`src/design/cpt_pkg.sv`:
```
`timescale 1ns / 1ps
// shared constants and types for the closest point on triangle block
// no dependencies; used by the front, back and top level modules
package cpt_pkg;

    localparam int COORD_BITS_DEF = 32;
    localparam int FRAC_BITS_DEF  = 16;
    localparam int QUEUE_DEPTH    = 4;

    typedef enum logic [2:0] {
        RG_VERT_A  = 3'd0,
        RG_VERT_B  = 3'd1,
        RG_EDGE_AB = 3'd2,
        RG_VERT_C  = 3'd3,
        RG_EDGE_AC = 3'd4,
        RG_EDGE_BC = 3'd5,
        RG_FACE    = 3'd6
    } t_region;

    // how many weighted direction terms are added to the base vertex
    typedef enum logic [1:0] {
        NT_NONE = 2'd0,
        NT_ONE  = 2'd1,
        NT_TWO  = 2'd2
    } t_nterm;

    typedef struct packed {
        t_region region;
        t_nterm  nterm;
        logic    degen;
    } t_ctl;

endpackage

```
`src/design/cpt_fifo.sv`:
```
`timescale 1ns / 1ps
// short ready/valid queue between the classify front and the weighting back
// uses cpt_pkg for the default depth
module cpt_fifo #(
    parameter int WIDTH = 1,
    parameter int DEPTH = cpt_pkg::QUEUE_DEPTH
) (
    input  logic             i_clk,
    input  logic             i_rst_n,
    input  logic             i_valid,
    output logic             o_ready,
    input  logic [WIDTH-1:0] i_data,
    output logic             o_valid,
    input  logic             i_ready,
    output logic [WIDTH-1:0] o_data
);

    localparam int AW = $clog2(DEPTH);

    logic [WIDTH-1:0] r_mem [DEPTH];
    logic [AW:0]      r_wp, r_rp;
    logic             full, empty;

    assign empty   = (r_wp == r_rp);
    assign full    = (r_wp[AW] != r_rp[AW]) && (r_wp[AW-1:0] == r_rp[AW-1:0]);
    assign o_ready = !full;
    assign o_valid = !empty;
    assign o_data  = r_mem[r_rp[AW-1:0]];

    always_ff @(posedge i_clk) begin
        if (!i_rst_n) begin
            r_wp <= '0;
            r_rp <= '0;
        end else begin
            if (i_valid && !full) begin
                r_wp <= r_wp + 1'b1;
            end
            if (i_ready && !empty) begin
                r_rp <= r_rp + 1'b1;
            end
        end
    end

    always_ff @(posedge i_clk) begin
        if (i_valid && !full) begin
            r_mem[r_wp[AW-1:0]] <= i_data;
        end
    end

endmodule

```
`config.mk`:
```
export PLATFORM = sky130hd
export DESIGN_NAME = cpt_fifo
export DESIGN_NICKNAME = d
export VERILOG_FILES = /design/src/design/cpt_pkg.sv /design/src/design/cpt_fifo.sv
export SDC_FILE = /design/constraint.sdc
export NUM_CORES = 1
export LEC_CHECK = 0
export ABC_AREA = 1
export BUFFER_PORTS_ARGS = -buffer_cell sky130_fd_sc_hd__buf_2
export CORE_AREA = 2 2 39 41
export DETAILED_ROUTE_END_ITERATION = 10
export DIE_AREA = 0 0 41 43
export PLACE_DENSITY = 0.67
export SETUP_SLACK_MARGIN = 0.1
export SYNTH_ARGS = -nofsm -noshare
export SYNTH_HDL_FRONTEND = slang
export SYNTH_SLANG_ARGS = --single-unit
```
`constraint.sdc`:
```
create_clock -name i_clk -period 1.49 [get_ports i_clk]
set_input_delay 0.0745 -clock i_clk [delete_from_list [all_inputs] [get_ports i_clk]]
set_output_delay 0.0745 -clock i_clk [all_outputs]
set_load 0.02 [all_outputs]
```
## Word-level counts from Yosys, hierarchy flattened

Memories as Yosys holds them, arrays and structs flattened. A register that Yosys moved wholly into a read port is not among the register bits.
Index checks and enable logic that the tools add are counted.
Widths: inputs -> output; s select.

- Bits of input ports: 5
- Flip-flop bits (word level): 6
- Memory bits (writable): 4
- Memories: 1
- Output and inout bits: 3

- Reductions and logical operators: 5
- Add/sub/neg operators: 2
- Muxes and demuxes: 4
- Equality and inequality tests: 3

Memory list:

| name | words | bits a word | rd ports | clocked after Yosys merged registers in | write ports | line | text |
|---|---|---|---|---|---|---|---|
| r_mem | 4 | 1 | 1 | 1 | 1 | cpt_fifo.sv:20 | `logic [WIDTH-1:0] r_mem [DEPTH];` |

Operator list:

| kind | number |
|---|---|
| $add 3x1->3 const B | 2 |
| $mux 2 | 2 |
| $eq 3x3->1 | 1 |
| $logic_and 1x1->1 | 3 |
| $eq 2x2->1 | 1 |
| $logic_not 1->1 | 2 |
| $mux 1 | 2 |
| $ne 1x1->1 | 1 |

## Longest topological paths before layout

Gate-level depths: netlist of run 1.

- Depth in word-level cells: 6
- Gate-level depth with buffers: 8
- Mapped depth without buffers: 8

## Least setup slack after synthesis of run 1

OpenSTA, ideal clock, no wires.

- Path kind: reg2reg
- Start point: reg r_wp[1]
- End point: mem r_mem[0], enable pin
- Buffers on the path: 0
- Cell stages (with the launch flop): 7
- Clock period less this slack: 1.213 ns
- Setup time: 0.299 ns
- Data required time: 1.191 ns
- Arrival: 0.914 ns
- Setup slack: 0.277 ns
- Cells stage by stage: dfxtp_1 inv_2 nand2_1 nand2_1 nand3_2 nand2_4 nor2_1

- Cells in the longest elaborated chain, start to end: 6

RTL lines:

| element | line | text |
|---|---|---|
| from (decl) | cpt_fifo.sv:21 | `logic [AW:0] r_wp, r_rp;` |
| from (signal assigned) | cpt_fifo.sv:36 | `r_wp <= r_wp + 1'b1;` |
| $eq 2x2->1 | cpt_fifo.sv:25 | `assign full = (r_wp[AW] != r_rp[AW]) && (r_wp[AW-1:0] == r_rp[AW-1:0]);` |
| $logic_and 1x1->1 | cpt_fifo.sv:25 |  |
| $logic_not 1->1 | n/a |  |
| via o_ready | cpt_fifo.sv:11 | `output logic o_ready,` |
| $logic_and 1x1->1 | cpt_fifo.sv:45 | `if (i_valid && !full) begin` |
| $mux 1 | cpt_fifo.sv:45 |  |
| $mux 1 (implied by the code) | cpt_fifo.sv:46 | `r_mem[r_wp[AW-1:0]] <= i_data;` |
| to (decl) | cpt_fifo.sv:20 |  |

The timed path passes the listed nets, and every way through them passes these cells.

## Worst setup path in the final report of run 1

- Start point: reg r_wp[0]
- End point: out o_ready

- Cells in the longest elaborated chain, start to end: 3

RTL lines:

| element | line | text |
|---|---|---|
| $eq 2x2->1 | cpt_fifo.sv:25 |  |
| $logic_and 1x1->1 | cpt_fifo.sv:25 |  |
| $logic_not 1->1 | cpt_fifo.sv:26 | `assign o_ready = !full;` |
| to (decl) | cpt_fifo.sv:11 |  |

Every way passes these cells.

==> results of run 1 <==
placed cells by master, fill, tap and decap left out, types with 2 or more instances in the layout:
| master | netlist | routed |
|---|---|---|
| dfxtp_1 | 8 | 7 |
| buf_2 | 0 | 7 |
| nand2_1 | 27 | 27 |
| a21oi_1 | 2 | 2 |
| inv_1 | 10 | 10 |
| ha_1 | 5 | 5 |
| nor2_1 | 14 | 14 |
| nand2_2 | 3 | 3 |
| edfxtp_1 | 4 | 4 |
| clkbuf_4 | 0 | 3 |
| nand3_2 | 2 | 2 |
| inv_2 | 3 | 3 |
worst max path at each step:
| stage | startpoint | endpoint | slack [ps] | depth (start not counted) |
|---|---|---|---|---|
| after floorplan | r_wp[1]$_SDFFE_PN0P_ | r_mem[0]$_DFFE_PP_ | 280 | 6 |
| final | r_wp[0]$_SDFFE_PN0P_ | o_ready | 220 | 5 |
| after global routing | r_wp[1]$_SDFFE_PN0P_ | o_valid | 150 | 5 |
| after global placement | r_wp[1]$_SDFFE_PN0P_ | r_mem[0]$_DFFE_PP_ | 280 | 6 |
| after detailed placement | r_wp[1]$_SDFFE_PN0P_ | r_mem[0]$_DFFE_PP_ | 180 | 6 |
| after CTS | r_wp[1]$_SDFFE_PN0P_ | o_ready | 170 | 5 |
through the flow:
stage	power, mW	setup WS (ps)	utilization
finish	0.7758	220.3	0.5118
global route	0.8223	154.4	0.5118
CTS	0.7836	166.5	0.5109
detailed placement	0.5763	178.1	0.4919
global placement	0.5720	280.1	0.4919
floorplan	0.5261	276.9	-
final cells by class:
type / count / area share
repair buffers: 7 / 0.04947
multi-input cells: 57 / 0.4187
clock buffers: 4 / 0.03710
well taps: 16 / 0.02827
inverters: 13 / 0.06890
flip-flops and latches: 12 / 0.3975
power by group through the flow:
stage	combinational [mW]	sequential (mW)	clock, mW
3_5_place_dp	0.178	0.399	0
6_report	0.176	0.393	0.207
2_1_floorplan	0.134	0.392	0
5_1_grt	0.205	0.395	0.222
4_1_cts	0.178	0.392	0.214
3_3_place_gp	0.174	0.398	0
logic make-up after synthesis:
logic type,after synthesis,share of synthesized area
buffers and inverters,13,0.07801
DFF,12,0.4480
AOI/OAI and AO/OA,3,0.03000
and+or+nand+nor,49,0.3440
adders and majority gates,5,0.1000
Yosys cell counts, drive strengths merged:
library cell   n  area share
a21oi          2       0.016
a32oi          1       0.014
dfxtp          8        0.26
edfxtp         4        0.19
ha             5        0.10
inv           13       0.078
nand2         31        0.21
nand3          3       0.040
nor2          15       0.094
routing by layer:
metal | global-route usage | share of wire | vias up
met5 | 0 | 0 | -
met1 | 0.1839 | 0.45 | 209
met4 | 0.1000 | 0.0085 | 0
li1 | - | - | 271
met2 | 0.2438 | 0.51 | 4
met3 | 0.03141 | 0.025 | 2
==> flow_summary.json, run 1 <==
{
  "drv_cap": 0,
  "cpMostUsedCell": "nand2_1",
  "syn_area_sq_um": 625.6,
  "antenna_found_initial": 0,
  "p_seq_frac": 0.506,
  "switching_power_mw": 0.2426,
  "grt_max_degree": 8,
  "drtIter0Drc": 4,
  "setup_tns_ps": 0,
  "ir_drop_mv": 0.4354,
  "hold_viol_final": 0,
  "postRouteWirelength_mm": 1.061,
  "grt_use_total": 0.1565,
  "critPathCaptureType": "output pin",
  "die_w_um": 41,
  "cpMaxStageDelayCell": "dfxtp_1",
  "finalWeightedCongestion": 0.8242,
  "io_pins": 8,
  "viasPerCell": 4.459,
  "power_frac_clock": 0.267,
  "drive_above_1_share": 0.2258,
  "num_rows": 14,
  "hpwl_um": 863.2,
  "clock_sinks": 12,
  "grt_overflow": 0,
  "worstPathArrival_ps": 1200,
  "regArea_sq_um": 281.5,
  "cts-root-buf": "clkbuf_4",
  "swShare": 0.3127,
  "worst_pin_slew_ps": 178.3,
  "wl_per_cell_um": 9.734,
  "core_sq_um": 1384,
  "cp.required_ps": 1420,
  "insertion_delay_ps": 260,
  "whs_ps": 33.15,
  "post_cts_buffers": 0,
  "skew_ps": 1.785,
  "start_kind": "flop",
  "max_freq_mhz": 787.6,
  "die_y_um": 43,
  "hold_buffers": 0,
  "critPathMaxStageDelay_ps": 400,
  "period_minus_slack_ps": 1270,
  "relSlewSlack": 0.8810,
  "port_buffers": 7,
  "cp_cell_sequence": "inv_2, nand2_1, nand2_1, nand3_2, buf_2",
  "worstReg2RegEnd": "r_mem[0]$_DFFE_PP_",
  "cp_top_family": "flip-flops",
  "drtAntennaViolNets": 0,
  "crit_fanout": 5,
  "status": "finished, final reports clean",
  "r2r_start": "r_wp[0]$_SDFFE_PN0P_",
  "ys_types": 14,
  "design_area_sq_um": 708.2,
  "cp_num_buf_inv": 2,
  "synth_seq_area_share": 0.4480,
  "holdCritStartpoint": "i_data",
  "intPower_mw": 0.5332,
  "path_class": "reg2out",
  "rr_worst_depth": 6,
  "pwr-share-comb": 0.227,
  "initial_core_util": 0.4521,
  "ys_ff_latch": 12,
  "cts_buffer_depth": 2,
  "dr.pass1.iters": 2,
  "cts_tree": "built",
  "numCtsBuffers": 3,
  "r2r_setup_slack_ps": 230,
  "multi_input_area_sq_um": 296.5,
  "netlist_instances": 82,
  "grt_pass1_wl_mm": 1.773,
  "cts_max_level": 1,
  "synth_warnings": 0,
  "setup-violations-final": 0,
  "power-per-cell-area_nw_per_um2": 1095,
  "syn_to_final_growth_pct": 13.20,
  "nets": 104,
  "synth_area_per_cell_sq_um": 7.629,
  "cts_resized": 0,
  "fin_crit_sh": 0.8521,
  "rsz0062_at_grt": "false",
  "drc": 0,
  "n_antenna_cell": 0,
  "dp_cells": 105,
  "power_leakage_nw": 0.3686,
  "slew_viol_final": 0,
  "vias": 486,
  "cts.clk_slew.worst_paths_ps": 70,
  "hold_end": "r_mem[2]$_DFFE_PP_",
  "hp-class": "in2reg",
  "grt_pass1_vias": 458,
  "dieArea_sq_um": 1763,
  "instances_no_fill": 109,
  "nFillCells": 141,
  "holdPathStages": 1,
  "syn_nets": 92,
  "dpl-instance-area_sq_um": 680.7
}
(Power assumes the default switching activity.)
==> run 2: changes to the inputs <==
--- a/config.mk
+++ b/config.mk
@@ -5,12 +5,11 @@
 export SDC_FILE = /design/constraint.sdc
 export NUM_CORES = 1
 export LEC_CHECK = 0
-export ABC_AREA = 1
 export BUFFER_PORTS_ARGS = -buffer_cell sky130_fd_sc_hd__buf_2
-export CORE_AREA = 2 2 39 41
+export CORE_MARGIN = 2
+export CORE_UTILIZATION = 55
 export DETAILED_ROUTE_END_ITERATION = 10
-export DIE_AREA = 0 0 41 43
-export PLACE_DENSITY = 0.67
+export PLACE_DENSITY = 0.75
 export SETUP_SLACK_MARGIN = 0.1
 export SYNTH_ARGS = -nofsm -noshare
 export SYNTH_HDL_FRONTEND = slang
==> flow_summary.json, run 2 <==
{
  "status": "finished, final reports clean",
  "synth_flop_cell": "dfxtp_1",
  "drv_cap": 0,
  "whs_ps": 12.74,
  "antenna_found_initial": 0,
  "die_w_um": 40.76,
  "synth_area_per_cell_sq_um": 9.652,
  "synth.area.top_cells": "dfxtp_1 22%, edfxtp_1 16%, ha_1 8.4%",
  "num_rows": 13,
  "hp-class": "in2reg",
  "cts_buffer_depth": 2,
  "drtAntennaViolNets": 0,
  "die_y_um": 40.76,
  "syn_nets": 87,
  "cts_max_level": 1,
  "startpoint": "r_wp[0]$_SDFFE_PN0P_",
  "dr.pass1.iters": 5,
  "io_pins": 8,
  "postLayoutCoreUtil": 0.7702,
  "synth_top_cell_area_share": 0.2155,
  "crit_fanout": 6,
  "wl_per_cell_um": 16.38,
  "worstPathArrival_ps": 1350,
  "mostFrequentLayoutCells": "12 x buf_4, 7 x buf_2, 6 x inv_1",
  "slew_viol_final": 0,
  "drtIter0Drc": 25,
  "grt_pass1_wl_mm": 2.518,
  "path_class": "reg2out",
  "setup-violations-final": 0,
  "grt_pass1_vias": 555,
  "synthArstFlopShare": 0,
  "period_minus_slack_ps": 1422,
  "ys_ff_latch": 12,
  "netlist_instances": 77,
  "power-per-cell-area_nw_per_um2": 1353,
  "grt_overflow": 0,
  "syn_area_sq_um": 743.2,
  "r2r_start": "r_wp[0]$_SDFFE_PN0P_",
  "ys_types": 28,
  "hold_viol_final": 0,
  "grt_max_degree": 10,
  "fin_crit_sh": 0.9544,
  "initial_core_util": 0.5784,
  "clock_sinks": 12,
  "ir_drop_mv": 0.9733,
  "holdPathStages": 1,
  "endpoint": "o_ready",
  "rsz0062_at_grt": "true",
  "rr_worst_depth": 3,
  "yosysTopAreaCell": "dfxtp_1",
  "layout_commonest_cell": "buf_4",
  "vias": 681,
  "grt_use_total": 0.2423,
  "syn_to_final_growth_pct": 33.16,
  "dieArea_sq_um": 1661,
  "synth_seq_area_share": 0.3771,
  "numCtsBuffers": 3,
  "cts.clk_slew.worst_paths_ps": 80,
  "max_freq_mhz": 703.2,
  "drc": 0,
  "cts_tree": "built",
  "worstReg2RegEnd": "r_wp[2]$_SDFFE_PN0P_",
  "cp.required_ps": 1420,
  "hpwl_mm": 1.220,
  "synth_edf_count": 4,
  "synthTopCellsByCount": "8 x dfxtp_1, 6 x inv_1, 5 x ha_1, 5 x nand2_1",
  "r2r_setup_slack_ps": 90,
  "cts-root-buf": "clkbuf_4",
  "port_buffers": 7,
  "core_sq_um": 1285,
  "finalWeightedCongestion": 0.8592,
  "skew_ps": 6.028,
  "n_antenna_cell": 0,
  "start_kind": "flop",
  "viasPerCell": 6.080,
  "critPathCaptureType": "output pin",
  "routed.top_layer": "met4",
  "dr_wl_met2_um": 924,
  "power_leakage_nw": 0.3798,
  "yosysMostFrequentCell": "dfxtp_1",
  "relSlewSlack": 0.7864,
  "postRouteWirelength_mm": 1.835,
  "synth_warnings": 0,
  "nets": 108,
  "wl_met3_um": 125,
  "insertion_delay_ps": 280,
  "drive_above_1_share": 0.3814,
  "met1Wirelength_um": 771,
  "worst_pin_slew_ps": 317.5
}
## run 2: kinds of logic (layout without fill, tap and decap cells)
group / after synthesis / after routing / synth area share
AOI/OAI and AO/OA: 15 / 15 / 0.1296
DFF: 12 / 12 / 0.3771
muxes: 1 / 1 / 0.03030
adders and majority gates: 5 / 5 / 0.08418
and+or+nand+nor: 29 / 29 / 0.2306
xor gates and xnor gates: 6 / 6 / 0.1010
buffers and inverters: 9 / 29 / 0.04713
## run 2: how the worst min path moves through the flow
stage | startpoint | slack, ps | to
final | i_data | 10 | r_mem[1]$_DFFE_PP_
after global routing | i_data | 20 | r_mem[1]$_DFFE_PP_
after CTS | i_data | 7 | r_mem[1]$_DFFE_PP_
after detailed placement | i_data | 290 | r_mem[1]$_DFFE_PP_
after global placement | i_data | 290 | r_mem[3]$_DFFE_PP_
after floorplan | i_data | 170 | r_mem[0]$_DFFE_PP_
## run 2: metrics by stage
stage	setup slack (ps)	TNS (ps)	cells	total power, mW	instance area (sq um)
6_report	67.92	0	112	1.339	989.7
5_1_grt	26.91	0	112	1.414	989.7
4_1_cts	85.25	0	111	1.298	948.4
3_5_place_dp	-21.40	-21.40	106	1.020	875.8
3_3_place_gp	14.36	0	106	1.009	875.8
2_1_floorplan	100.9	0	77	0.8017	760.7
## run 2: critical path: stages, from the launching register on
cell and delay (ps):
dfxtp_4 400, xnor2_4 270, buf_4 170, nand3_1 70
buf_2 160
## run 2: final cells by class
| cell class | count | area (sq um) |
|---|---|---|
| fill | 85 | 295.3 |
| tap | 15 | 18.77 |
| inverter | 6 | 22.52 |
| clock buffer | 3 | 22.52 |
| multi-input combinational | 56 | 499.2 |
| clock inverter | 1 | 3.754 |
| timing repair buffer | 19 | 125.1 |
| sequential | 12 | 297.8 |
## run 2: repair_timing
item                       CTS  global route
hold buffers                 0             0
setup buffers                1             1
gates resized for setup     11             5
setup endpoints to repair   14            14
pin swaps                    2             0
## run 2: routing by layer
layer  vias to the layer above  global-route usage
met1                       321              0.3278
met2                        34              0.3849
met5                         -                   0
met4                         0             0.07500
li1                        324                   -
met3                         2             0.04891
## run 2: where the power goes
group          leakage, nW  switching [mW]  total [mW]  internal, mW
logic                0.259           0.303       0.614         0.311
clock network       0.0154           0.115       0.212        0.0970
registers            0.106           0.104       0.513         0.409
